`src/fbtc_pkg.sv`:
```
// ----------------------------------------------------------------------------
// fbtc_pkg
// Shared sizes, operation codes and transaction types for the text console.
// ----------------------------------------------------------------------------
`default_nettype none

package fbtc_pkg;

  // Frame and text geometry
  localparam int LINE_BYTES   = 64;
  localparam int PIXEL_LINES  = 64;
  localparam int TEXT_ROWS    = 8;
  localparam int TEXT_COLS    = 60;
  localparam int GLYPH_COUNT  = 256;
  localparam int CELL_LINES   = 8;

  localparam int FRAME_SIZE   = LINE_BYTES * PIXEL_LINES;
  localparam int GLYPH_SIZE   = GLYPH_COUNT * CELL_LINES;
  localparam int SCROLL_RAW   = CELL_LINES * LINE_BYTES;
  localparam int SCROLL_SHIFT = (SCROLL_RAW > FRAME_SIZE) ? FRAME_SIZE : SCROLL_RAW;
  localparam int COPY_LEN     = FRAME_SIZE - SCROLL_SHIFT;

  // Address and field widths
  localparam int FA_W   = $clog2(FRAME_SIZE);
  localparam int GA_W   = $clog2(GLYPH_SIZE);
  localparam int BCOL_W = $clog2(LINE_BYTES);
  localparam int LINE_W = $clog2(PIXEL_LINES);
  localparam int CL_W   = $clog2(CELL_LINES);
  localparam int ROW_W  = 3;
  localparam int COL_W  = 6;

  // Operation codes
  localparam logic [2:0] FUNC_PUT   = 3'd0;
  localparam logic [2:0] FUNC_PIXEL = 3'd1;
  localparam logic [2:0] FUNC_CLEAR = 3'd2;
  localparam logic [2:0] FUNC_FONT  = 3'd3;
  localparam logic [2:0] FUNC_READ  = 3'd4;

  // Control characters
  localparam logic [7:0] CHAR_CR = 8'h0D;
  localparam logic [7:0] CHAR_LF = 8'h0A;

  typedef struct packed {
    logic [2:0]  func;
    logic [7:0]  char_code;
    logic [8:0]  pixel_x;
    logic [5:0]  pixel_y;
    logic [11:0] mem_addr;
    logic [7:0]  write_byte;
  } req_t;

  typedef struct packed {
    logic [7:0]       read_data;
    logic [ROW_W-1:0] cursor_row;
    logic [COL_W-1:0] cursor_col;
  } rsp_t;

  // Frame store access from the sequencer
  typedef struct packed {
    logic            we;
    logic [FA_W-1:0] waddr;
    logic [7:0]      wdata;
    logic [FA_W-1:0] raddr;
  } frame_port_t;

  // Glyph store access from the sequencer
  typedef struct packed {
    logic            we;
    logic [GA_W-1:0] waddr;
    logic [7:0]      wdata;
    logic [GA_W-1:0] raddr;
  } glyph_port_t;

endpackage

`default_nettype wire

```
`src/fbtc_ctrl.sv`:
```
// ----------------------------------------------------------------------------
// fbtc_ctrl
// Sequencer: decodes a transaction, drives the frame and glyph stores through
// read-modify-write steps and sweeps, and keeps the cursor.
// ----------------------------------------------------------------------------
`default_nettype none

module fbtc_ctrl (
  input  wire logic                 clk_i,
  input  wire logic                 rst_ni,
  input  wire logic                 start,
  output logic                      busy,
  input  wire fbtc_pkg::req_t       req_i,
  output fbtc_pkg::rsp_t            rsp_o,
  output logic                      done_o,
  output fbtc_pkg::frame_port_t     frame_o,
  input  wire logic [7:0]           frame_rdata_i,
  output fbtc_pkg::glyph_port_t     glyph_o,
  input  wire logic [7:0]           glyph_rdata_i
);

  typedef enum logic [7:0] {
    ST_INIT    = 8'b0000_0001,
    ST_IDLE    = 8'b0000_0010,
    ST_CLEAR   = 8'b0000_0100,
    ST_DRAW    = 8'b0000_1000,
    ST_PIX     = 8'b0001_0000,
    ST_RD      = 8'b0010_0000,
    ST_SCR_CP  = 8'b0100_0000,
    ST_SCR_CLR = 8'b1000_0000
  } state_e;

  localparam logic [fbtc_pkg::FA_W-1:0] CNT_LAST  = fbtc_pkg::FA_W'(fbtc_pkg::FRAME_SIZE - 1);
  localparam logic [fbtc_pkg::FA_W-1:0] CNT_COPY  = fbtc_pkg::FA_W'(fbtc_pkg::COPY_LEN);
  localparam logic [fbtc_pkg::FA_W-1:0] CNT_SHIFT = fbtc_pkg::FA_W'(fbtc_pkg::SCROLL_SHIFT);
  localparam logic [fbtc_pkg::CL_W:0]   LINE_END  = (fbtc_pkg::CL_W + 1)'(fbtc_pkg::CELL_LINES);

  state_e                         state_q, state_d;
  logic [fbtc_pkg::FA_W-1:0]      cnt_q, cnt_d;
  logic [fbtc_pkg::CL_W:0]        line_q, line_d;
  logic [fbtc_pkg::ROW_W-1:0]     row_q, row_d;
  logic [fbtc_pkg::COL_W-1:0]     col_q, col_d;
  logic [7:0]                     code_q, code_d;
  logic [7:0]                     mask_q, mask_d;
  logic [fbtc_pkg::FA_W-1:0]      paddr_q, paddr_d;
  logic                           done_q, done_d;
  fbtc_pkg::rsp_t                 rsp_q, rsp_d;

  // Control state
  always_ff @(posedge clk_i or negedge rst_ni) begin
    if (!rst_ni) begin
      state_q <= ST_INIT;
      cnt_q   <= '0;
      line_q  <= '0;
      row_q   <= '0;
      col_q   <= '0;
      done_q  <= 1'b0;
    end else begin
      state_q <= state_d;
      cnt_q   <= cnt_d;
      line_q  <= line_d;
      row_q   <= row_d;
      col_q   <= col_d;
      done_q  <= done_d;
    end
  end

  // Payload registers
  always_ff @(posedge clk_i) begin
    code_q  <= code_d;
    mask_q  <= mask_d;
    paddr_q <= paddr_d;
    rsp_q   <= rsp_d;
  end

  // Sequencer
  always_comb begin
    logic                          fin;
    logic [7:0]                    fin_data;
    logic [fbtc_pkg::ROW_W:0]      row_inc;
    logic [fbtc_pkg::COL_W:0]      col_inc;
    logic [fbtc_pkg::CL_W:0]       wk;
    logic [fbtc_pkg::LINE_W-1:0]   wline;
    logic [8:0]                    bcol;
    logic                          row_over;

    fin      = 1'b0;
    fin_data = '0;
    row_inc  = {1'b0, row_q} + 1'b1;
    col_inc  = {1'b0, col_q} + 1'b1;
    wk       = line_q - 1'b1;
    wline    = fbtc_pkg::LINE_W'({row_q, wk[fbtc_pkg::CL_W-1:0]});
    bcol     = req_i.pixel_x >> 3;
    row_over = (32'(row_inc) >= fbtc_pkg::TEXT_ROWS);

    state_d = state_q;
    cnt_d   = cnt_q;
    line_d  = line_q;
    row_d   = row_q;
    col_d   = col_q;
    code_d  = code_q;
    mask_d  = mask_q;
    paddr_d = paddr_q;
    done_d  = 1'b0;
    rsp_d   = rsp_q;
    frame_o = '0;
    glyph_o = '0;

    case (state_q)
      // Zero the frame store after reset
      ST_INIT: begin
        frame_o.we    = 1'b1;
        frame_o.waddr = cnt_q;
        cnt_d         = cnt_q + 1'b1;
        if (cnt_q == CNT_LAST) begin
          state_d = ST_IDLE;
        end
      end

      // Decode a new transaction
      ST_IDLE: begin
        if (start) begin
          case (req_i.func)
            fbtc_pkg::FUNC_PUT: begin
              if (req_i.char_code == fbtc_pkg::CHAR_CR) begin
                col_d = '0;
                fin   = 1'b1;
              end else if (req_i.char_code == fbtc_pkg::CHAR_LF) begin
                if (row_over) begin
                  row_d   = fbtc_pkg::ROW_W'(fbtc_pkg::TEXT_ROWS - 1);
                  cnt_d   = '0;
                  state_d = ST_SCR_CP;
                end else begin
                  row_d = row_inc[fbtc_pkg::ROW_W-1:0];
                  fin   = 1'b1;
                end
              end else begin
                code_d  = req_i.char_code;
                line_d  = '0;
                state_d = ST_DRAW;
              end
            end
            fbtc_pkg::FUNC_PIXEL: begin
              if (32'(bcol) < fbtc_pkg::LINE_BYTES &&
                  32'(req_i.pixel_y) < fbtc_pkg::PIXEL_LINES) begin
                paddr_d       = fbtc_pkg::FA_W'({req_i.pixel_y,
                                                 bcol[fbtc_pkg::BCOL_W-1:0]});
                frame_o.raddr = paddr_d;
                mask_d        = 8'd1 << req_i.pixel_x[2:0];
                state_d       = ST_PIX;
              end else begin
                fin = 1'b1;
              end
            end
            fbtc_pkg::FUNC_CLEAR: begin
              row_d   = '0;
              col_d   = '0;
              cnt_d   = '0;
              state_d = ST_CLEAR;
            end
            fbtc_pkg::FUNC_FONT: begin
              if (32'(req_i.mem_addr) < fbtc_pkg::GLYPH_SIZE) begin
                glyph_o.we    = 1'b1;
                glyph_o.waddr = req_i.mem_addr[fbtc_pkg::GA_W-1:0];
                glyph_o.wdata = req_i.write_byte;
              end
              fin = 1'b1;
            end
            fbtc_pkg::FUNC_READ: begin
              if (32'(req_i.mem_addr) < fbtc_pkg::FRAME_SIZE) begin
                frame_o.raddr = req_i.mem_addr[fbtc_pkg::FA_W-1:0];
                state_d       = ST_RD;
              end else begin
                fin = 1'b1;
              end
            end
            default: begin
              fin = 1'b1;
            end
          endcase
        end
      end

      // Clear screen sweep
      ST_CLEAR: begin
        frame_o.we    = 1'b1;
        frame_o.waddr = cnt_q;
        cnt_d         = cnt_q + 1'b1;
        if (cnt_q == CNT_LAST) begin
          state_d = ST_IDLE;
          fin     = 1'b1;
        end
      end

      // Copy glyph lines: read line k, write line k-1
      ST_DRAW: begin
        glyph_o.raddr = fbtc_pkg::GA_W'({code_q, line_q[fbtc_pkg::CL_W-1:0]});
        if (line_q != '0 &&
            32'({row_q, wk[fbtc_pkg::CL_W-1:0]}) < fbtc_pkg::PIXEL_LINES &&
            32'(col_q) < fbtc_pkg::LINE_BYTES) begin
          frame_o.we    = 1'b1;
          frame_o.waddr = fbtc_pkg::FA_W'({wline, col_q[fbtc_pkg::BCOL_W-1:0]});
          frame_o.wdata = (32'(code_q) < fbtc_pkg::GLYPH_COUNT) ? glyph_rdata_i : 8'd0;
        end
        line_d = line_q + 1'b1;
        if (line_q == LINE_END) begin
          state_d = ST_IDLE;
          if (32'(col_inc) >= fbtc_pkg::TEXT_COLS) begin
            col_d = '0;
            if (row_over) begin
              row_d   = fbtc_pkg::ROW_W'(fbtc_pkg::TEXT_ROWS - 1);
              cnt_d   = '0;
              state_d = ST_SCR_CP;
            end else begin
              row_d = row_inc[fbtc_pkg::ROW_W-1:0];
              fin   = 1'b1;
            end
          end else begin
            col_d = col_inc[fbtc_pkg::COL_W-1:0];
            fin   = 1'b1;
          end
        end
      end

      // Merge the pixel into the byte read last cycle
      ST_PIX: begin
        frame_o.we    = 1'b1;
        frame_o.waddr = paddr_q;
        frame_o.wdata = frame_rdata_i | mask_q;
        state_d       = ST_IDLE;
        fin           = 1'b1;
      end

      // Return the frame byte read last cycle
      ST_RD: begin
        fin_data = frame_rdata_i;
        state_d  = ST_IDLE;
        fin      = 1'b1;
      end

      // Scroll: read ahead by one cell row, write each byte in the cycle after its read
      ST_SCR_CP: begin
        frame_o.raddr = cnt_q + CNT_SHIFT;
        if (cnt_q != '0) begin
          frame_o.we    = 1'b1;
          frame_o.waddr = cnt_q - 1'b1;
          frame_o.wdata = frame_rdata_i;
        end
        if (cnt_q == CNT_COPY) begin
          state_d = ST_SCR_CLR;
        end else begin
          cnt_d = cnt_q + 1'b1;
        end
      end

      // Scroll: blank the freed lines
      ST_SCR_CLR: begin
        frame_o.we    = 1'b1;
        frame_o.waddr = cnt_q;
        cnt_d         = cnt_q + 1'b1;
        if (cnt_q == CNT_LAST) begin
          state_d = ST_IDLE;
          fin     = 1'b1;
        end
      end

      default: begin
        state_d = ST_INIT;
        cnt_d   = '0;
      end
    endcase

    // Load the result with the cursor after the operation
    if (fin) begin
      done_d           = 1'b1;
      rsp_d.read_data  = fin_data;
      rsp_d.cursor_row = row_d;
      rsp_d.cursor_col = col_d;
    end
  end

  assign busy   = (state_q != ST_IDLE);
  assign done_o = done_q;
  assign rsp_o  = rsp_q;

endmodule

`default_nettype wire

```
`config.mk`:
```
export PLATFORM = sky130hd
export DESIGN_NAME = fbtc_ctrl
export DESIGN_NICKNAME = d
export VERILOG_FILES = /design/src/fbtc_pkg.sv /design/src/fbtc_ctrl.sv
export SDC_FILE = /design/constraint.sdc
export NUM_CORES = 1
export LEC_CHECK = 0
export ABC_AREA = 1
export BUFFER_PORTS_ARGS = -buffer_cell sky130_fd_sc_hd__buf_4
export CAP_MARGIN = 20
export CORE_ASPECT_RATIO = 1.2
export CORE_MARGIN = 2
export CORE_UTILIZATION = 53
export DETAILED_ROUTE_END_ITERATION = 10
export GPL_TIMING_DRIVEN = 0
export PLACE_DENSITY = 0.91
export SYNTH_ARGS = -nofsm -noshare
export SYNTH_HDL_FRONTEND = slang
export SYNTH_SLANG_ARGS = --single-unit
```
`constraint.sdc`:
```
create_clock -name clk_i -period 2.8 [get_ports clk_i]
set_clock_uncertainty 0.2 [all_clocks]
set_input_delay 0.14 -clock clk_i [delete_from_list [all_inputs] [get_ports clk_i]]
set_output_delay 0.14 -clock clk_i [all_outputs]
set_load 0.05 [all_outputs]
```
### Yosys cells after proc, flatten, opt, wreduce, memory -nomap -nowiden

Cells that the tools add are included.

| storage, ports and cells | value |
|---|---|
| flip-flop bits (word level) | 79 |
| bits of input ports | 65 |
| output and inout bits | 83 |
| word-level logic and storage cells | 138 |

| operators by class | value |
|---|---|
| $add $sub $neg | 7 |
| order comparisons | 4 |
| equality and inequality tests | 33 |
| shifts and indexed selects | 1 |
| mux-type cells | 64 |
| bitwise operators | 4 |
| reductions and logical operators | 13 |

Operators with widths:

| cell | count |
|---|---|
| 12-bit two-way mux | 9 |
| 20-bit two-way mux | 4 |
| 12-bit case mux with 2 select lines | 3 |
| 8-bit two-way mux | 8 |
| 12-bit case mux with 5 select lines | 1 |
| 13-bit case mux with 4 select lines | 1 |
| 21-bit two-way mux | 2 |
| 8-bit case mux with 5 select lines | 1 |
| 8-bit case mux with 4 select lines | 1 |
| 12-bit equality test (second input constant) | 2 |
| 8-bit by 4-bit equality test with 1-bit output (second input constant) | 3 |
| 6-bit two-way mux | 4 |
| 6-bit case mux with 2 select lines | 2 |
| 8-bit case mux with 3 select lines | 1 |
| 3-bit two-way mux | 6 |
| 4-bit two-way mux | 4 |
| 8-bit AND reduction | 2 |
| 7-bit two-way mux | 2 |
| 2-bit inequality test (second input constant) | 7 |
| 12-bit by 1-bit adder with 12-bit output (second input constant) | 1 |
| 12-bit by 10-bit adder with 12-bit output (second input constant) | 1 |
| 12-bit < comparator (second input constant) | 1 |
| 3-bit case mux with 2 select lines | 2 |
| 12-bit nonzero test | 1 |
| 40 further kinds | 57 |

### Depth between registers and ports, before layout

Gate-level depths: netlist of the first run.

| depth | value |
|---|---|
| word-level depth | 9 |
| gate-level depth with buffers | 13 |
| gate-level depth less buffers | 12 |

### Worst setup path before layout of the first run

OpenSTA, ideal clock, no wires.

| path | value |
|---|---|
| path type | flip-flop to output port |
| from | register state_q[5] |
| to | output port glyph_o[11] (netlist bit) |
| arrival | 2.483 ns |
| required time | 2.460 ns |
| setup slack | -0.023 ns |
| stages on the path, launching flop included | 10 |
| buffers on the path | 0 |
| path through | dfrtp_1 -> nor2_2 -> nand2_2 -> inv_2 -> nand2_4 -> nor2_4 -> inv_2 -> nor4_4 -> inv_4 -> nor2_1 |

RTL lines:

| element | RTL line | source |
|---|---|---|
| start, declared | fbtc_ctrl.sv:38 | `state_e state_q, state_d;` |
| start signal, assigned | fbtc_ctrl.sv:59 | `state_q <= state_d;` |
| end, declared | fbtc_ctrl.sv:18 | `output fbtc_pkg::glyph_port_t glyph_o,` |

==> summary.md, run 1 <==
| Metric | Value |
|---|---|
| Status | complete, no violations |
| Top cells by area, synth | edfxtp_1 25%, dfrtp_1 15%, nand2_1 14% |
| Top Layer Used | met4 |
| Clock Sinks | 79 |
| # IOs | 148 |
| Diodes inserted | 0 |
| Core outline area | 9960 µm² |
| Via-to-Cell Ratio | 5.747 |
| Port bufs | 147 |
| Avg Inst Size Synth | 7.360 µm² |
| Number of synthesized register bits | 79 |
| Seq/Total Area, Yosys | 0.4101 |
| Cell with the most instances on the worst path | nand3_1 |
| Placed cell count | 1003 |
| Area leader, netlist | edfxtp_1 |
| Async S/R FF share, synth | 0.4304 |
| Reg2Reg Launch Point | line_q[0] |
| Syn nets | 804 |
| Crit path max fanout | 10 |
| Sequential Area | 2205 µm² |
| Die Ht | 114.3 µm |
| Clock buffer depth | 2 |
| Critical path's slowest cell | dfrtp_2 |
| FP Rows | 40 |
| HPWL after detailed placement | 12.72 mm |
| Metal1 wirelength | 6.445 mm |
| Synth Cell Area | 5373 µm² |
| Largest net degree at the start of global routing | 35 |
| Area of the multi-input gates | 2629 µm² |
| RSZ-0062 raised after global routing | true |
| Post-DRT Antenna Nets | 0 |
| Initial antenna violation count | 0 |
| Util after Layout | 0.7415 |
| Vias in the first global route | 5863 |
| Max-Slew Margin vs Limit | 0.4348 |
| Fmax | 364.5 MHz |
| Final RePlAce weighted congestion | 0.9685 |
| Final setup fails | 0 |
| Reg-to-Reg End | cnt_q[6] |
| Leakage | 3.591 nW |
| Synth top area share | 0.2515 |
| Maxcap violations | 0 |
| Max Slew Vio Count | 0 |
| Initial Utilization | 0.5394 |
| DR vias | 6080 |
| Hold Violations, Final | 0 |
| Critical path startpoint category | flip-flop |
| Total Nets Final | 1001 |
| Drc violations | 0 |
| Hold WC Path Type | primary input to async pin |
| Max VDD drop | 0.0003069 V |
| First-pass GRT wire length | 28.67 mm |
| Power per Cell Area | 345.4 nW/µm² |
| EDFF count, synth | 45 |
| Total GRT Usage | 0.3425 |
| H-tree levels | 3 |
| Fill count | 701 |
| CP required | 2.46 ns |
| Final Critical Period | 2.743 ns |
| Worst-Margin Slew | 0.8446 ns |
| Post-route insts no fill | 1058 |
| Final worst-path cycle share | 0.9797 |
| Clk_lat worst skew | 0.35 ns |
| Met2 Wirelength | 9.012 mm |
| Layout cell share with drive strength beyond 1 | 0.2479 |
| Reg2Reg Setup Slack | 0.33 ns |
| Worst EP arrival | 2.40 ns |
| WL final | 18.15 mm |
| Clock transition at the registers of the reported paths | 0.07 ns |
| Crit-path cells | inv_4, ha_1, nand3_1, nor2_2, nand3_1, nand2_4, inv_2, nor2_4, o211ai_1, buf_4 |
| Crit path kind | flip-flop to primary output |
| YS warnings | 0 |
| Met3 wire length | 1.824 mm |
| Cells after synthesis | 730 |
| CP peak stage delay | 0.47 ns |
| Global route total overflow | 0 |
| DRT Pass-1 Iters | 6 |
| CTS tree | yes |
| Critical Path Sink Type | primary output |
| Predominant post-synthesis flop cell | edfxtp_1 |
| Starting DRT DRC Count | 581 |
| Root Buffer | clkbuf_16 |
| R2R depth | 10 |
| Die ar. | 10960 µm² |
| DR WL/cell | 17.16 µm |
| Chip width | 95.91 µm |
| Cell variety after synth | 43 |
| Setup crit start | cnt_q[0] |
| Layout area overhead | 37.45% |
| Num CTS Buffers | 9 |
==> worst max-delay path, delay by kind of cell, from the launching register on <==
kind                       cells  cell delay [ns]
and+or+nand+nor                5             0.78
buffers and inverters          3             0.48
DFF                            1             0.47
adders and majority gates      1             0.15
AOI/OAI and AO/OA              1             0.15
==> cell usage in the layout (no fill, tap or decap), drive strengths merged <==
cell type / instances
a21boi: 1
a21oi: 14
a22oi: 2
a31o: 1
a31oi: 1
and2: 1
buf: 165
clkbuf: 17
clkinv: 3
clkinvlp: 2
dfrtp: 33
dfstp: 1
dlygate4sd3: 37
edfxtp: 45
ha: 9
inv: 117
nand2: 201
nand3: 66
nand3b: 3
nand4: 16
nor2: 101
nor3: 16
nor4: 1
o2111ai: 2
o211ai: 17
o21a: 1
o21ai: 31
o221ai: 10
o22ai: 5
or2: 1
xnor2: 2
xor2: 10
==> synthesized netlist by cell type, types with 6 or more instances <==
cell type and count:
edfxtp_1 45, xor2_1 10, a21oi_1 14, nor2_4 12
inv_1 108, nand3_1 65, dfrtp_1 33, o211ai_1 17
o221ai_1 10, nor2_1 83, inv_2 7, nand4_1 16
buf_2 11, nor3_1 15, o21ai_0 29, ha_1 9
nand2_1 196, nor2_2 6
==> metal layers <==
metal	vias to the layer above	track usage
met5	-	0
met2	460	0.5916
met3	91	0.05793
met4	0	0.1762
li1	2786	-
met1	2743	0.4036
==> flip-flops by register name (all words and copies together), names as in the netlist <==
| name | cells |
|---|---|
| cnt_q | 12 |
| code_q | 8 |
| col_q | 6 |
| done_o | 1 |
| line_q | 4 |
| mask_q | 8 |
| paddr_q | 12 |
| row_q | 3 |
| rsp_o | 17 |
| state_q | 8 |
==> worst max-delay path by stage <==
stage | slack (ns) | to | cells after the start
2_1_floorplan | -0.02 | glyph_o[11] | 9
3_3_place_gp | -0.19 | rsp_o[12] | 10
3_5_place_dp | -0.35 | rsp_o[14] | 10
4_1_cts | 0.02 | frame_o[32] | 10
5_1_grt | -0.005 | frame_o[18] | 10
6_report | 0.06 | frame_o[18] | 10
==> power by group <==
part | internal, mW | total [mW] | switching (mW)
clock network | 0.633 | 1.15 | 0.512
registers | 1.23 | 1.23 | 0
logic | 0.0999 | 0.178 | 0.0783
total | 1.96 | 2.55 | 0.591
==> layout make-up <==
| type | instances | share of cell area |
|---|---|---|
| Buffer | 22 | 0.02152 |
| Clock buffer | 11 | 0.03287 |
| Clock inverter | 5 | 0.005761 |
| Inverter | 117 | 0.06066 |
| Multi-Input combinational cell | 512 | 0.3560 |
| Sequential cell | 79 | 0.2985 |
| Tap cell | 126 | 0.02135 |
| Timing Repair Buffer | 186 | 0.2033 |
==> metrics by stage <==
step	total power, mW	area, µm²	setup TNS [ns]	hold WS [ns]	worst slack (ns)
2_1_floorplan	1.286	5373	-0.2112	-0.3556	-0.02346
3_3_place_gp	1.379	6634	-3.221	-0.08056	-0.1853
3_5_place_dp	1.383	6634	-6.230	-0.06112	-0.3523
4_1_cts	2.544	7327	0	0.1153	0.01789
5_1_grt	2.609	7385	-0.004862	0.1555	-0.004862
6_report	2.550	7385	0	0.1068	0.05675
==> cell families (layout without fill, tap and decap cells) <==
group           Yosys count  count (layout)  synth area share
simple gates            406             406            0.3419
buf+inv                 139             341            0.1081
xor+xnor                 12              12           0.01956
compound gates           85              85           0.09944
fa+ha+maj                 9               9           0.02096
flops                    79              79            0.4101
==> repair_timing <==
item,4_1_cts,5_1_grt
resized for setup,6,18
hold buffers,37,0
pin swaps,0,1
hold endpoints to repair,74,0
setup endpoints to repair,39,32
setup buffers,1,1
No activity file was read; power rests on OpenSTA's default activity.
==> run 2: changes to the inputs <==
==> constraint.sdc (replaced) <==
create_clock -name clk_i -period 2.8 [get_ports clk_i]
set_clock_uncertainty 0.2 [all_clocks]
set_input_delay 0.14 -clock clk_i [delete_from_list [all_inputs] [get_ports clk_i]]
set_output_delay 0.14 -clock clk_i [all_outputs]
set_load 0.005 [all_outputs]
==> run 2 against run 1 <==
  * Clock power is essentially flat
  * Die area is the same
  * Critical path type unchanged
  * Highest routed layer unchanged
  * Register-to-register slack is essentially flat
  * Largest power group unchanged
  * Critical path depth is the same
  * Largest cell class unchanged
==> summary.md, run 2 (same netlist as run 1, synthesis figures left out) <==
| Metric | Value |
|---|---|
| Critical path startpoint category | flip-flop |
| # IOs | 148 |
| Final Critical Period | 2.750 ns |
| Fill count | 716 |
| Layout cell share with drive strength beyond 1 | 0.2395 |
| Max-Slew Margin vs Limit | 0.4354 |
| First-pass GRT wire length | 28.67 mm |
| Total GRT Usage | 0.3425 |
| Clk_lat worst skew | 0.35 ns |
| WL final | 18.14 mm |
| Fmax | 363.6 MHz |
| Max FFs per register | 17 |
| CTS tree | yes |
| FP Rows | 40 |
| Critical Path Sink Type | primary output |
| DR WL/cell | 17.16 µm |
| Hold Slack | 0.1005 ns |
| Max VDD drop | 0.0002943 V |
| Maxcap violations | 0 |
| Cell with the most instances on the worst path | nand3_1 |
| Crit path max fanout | 10 |
| Port bufs | 147 |
| HPWL after detailed placement | 12.72 mm |
| Vias in the first global route | 5867 |
| CP bufs+invs | 3 |
| Clock Sinks | 79 |
| Hold Violations, Final | 0 |
| Total Nets Final | 1000 |
| Most frequent cells in the layout | 196 x nand2_1, 150 x buf_4, 105 x inv_1, 82 x nor2_1, 65 x nand3_1 |
| Drc violations | 0 |
| Max Slew Vio Count | 0 |
| Final setup fails | 0 |
| Num CTS Buffers | 9 |
| Setup TNS | 0 ns |
| Final RePlAce weighted congestion | 0.9685 |
| Status | complete, no violations |
| Diodes inserted | 0 |
| Critical path's slowest cell | dfrtp_1 |
| Starting DRT DRC Count | 680 |
| Leakage | 3.577 nW |
| Layout area overhead | 36.63% |
| Initial antenna violation count | 0 |
| Place WS | -0.3523 ns |
| Post-DRT Antenna Nets | 0 |
| Via-to-Cell Ratio | 5.677 |
| Util after Layout | 0.7371 |
| Root Buffer | clkbuf_16 |
| Die ar. | 10960 µm² |
| Worst-Margin Slew | 0.8438 ns |
| Clock buffer depth | 2 |
| CP required | 2.46 ns |
| Core outline area | 9960 µm² |
| Clock transition at the registers of the reported paths | 0.07 ns |
| Most common cell after layout, fill and taps aside | nand2_1 |
| Crit path kind | flip-flop to primary output |
| Top delay family on crit path | simple AND/OR/NAND/NOR gates |
| Total power | 2.551 mW |
| DR vias | 6001 |
| Hold WC Path Type | primary input to async pin |
| Final worst-path cycle share | 0.9822 |
| Global route total overflow | 0 |
| Reg2Reg Setup Slack | 0.33 ns |
| Power per Cell Area | 347.5 nW/µm² |
| R2R depth | 10 |
| Reg-to-Reg End | cnt_q[6] |
| Crit-path cells | inv_4, ha_1, nand3_1, nor2_2, nand3_1, nand2_4, inv_2, nor2_4, o211ai_1, buf_4 |
| CP peak stage delay | 0.50 ns |
| RSZ-0062 raised after global routing | false |
| Initial Utilization | 0.5394 |
| Worst setup margin | 0.04980 ns |
| Chip width | 95.91 µm |
| Worst EP arrival | 2.41 ns |
| H-tree levels | 3 |
| Reg2Reg Launch Point | line_q[0] |
| Die Ht | 114.3 µm |
| DRT Pass-1 Iters | 5 |
| Largest net degree at the start of global routing | 35 |
==> run 2: where the power goes <==
part / internal (mW) / switching [mW]
combinational: 0.100 / 0.0777
sequential: 1.23 / 0
clock: 0.633 / 0.513
total: 1.96 / 0.591
==> run 2: routing by layer <==
layer	part of all wire	track usage	vias to the layer above
met3	0.10	0.05793	81
met4	0.048	0.1762	0
met5	0	0	-
met2	0.49	0.5916	465
li1	-	-	2772
met1	0.36	0.4036	2683
==> run 2: what timing repair did <==
| action | CTS | global route |
|---|---|---|
| setup endpoints to repair | 36 | 25 |
| hold endpoints to repair | 74 | 0 |
| gates resized for setup | 3 | 10 |
| setup buffers | 1 | 0 |
| hold buffers | 37 | 0 |
==> run 2: how the worst max path moves through the flow <==
stage	from	to	slack, ns	cells past startpoint
floorplan	col_q[1]	rsp_o[0]	0.37	9
global placement	col_q[1]	rsp_o[12]	-0.19	10
detailed placement	col_q[1]	rsp_o[14]	-0.35	10
CTS	cnt_q[0]	frame_o[32]	0.02	10
global route	cnt_q[0]	frame_o[18]	0.006	10
finish	cnt_q[0]	frame_o[18]	0.05	10
==> run 2: per-stage QoR <==
step / cell area [µm²] / instances
2_1_floorplan: 5373 / 730
3_5_place_dp: 6634 / 1003
3_3_place_gp: 6634 / 1003
4_1_cts: 7317 / 1057
6_report: 7341 / 1057
5_1_grt: 7341 / 1057
==> run 2: worst register-to-register path: cells and delay by family (launching register included) <==
kind          cells  cell delay, ns
fa+ha+maj         1            0.21
flops             1            0.46
buf+inv           2            0.34
simple gates      7            1.13
==> run 2: cell type report <==
class / count / area [µm²] / area share
plain buffers: 22 / 150.1 / 0.02045
well taps: 126 / 157.7 / 0.02148
clock buffers: 11 / 242.7 / 0.03307
multi-input cells: 512 / 2606 / 0.3550
clock inverters: 5 / 42.54 / 0.005795
flip-flops and latches: 79 / 2203 / 0.3002
repair buffers: 185 / 1494 / 0.2035
inverters: 117 / 444.2 / 0.06051
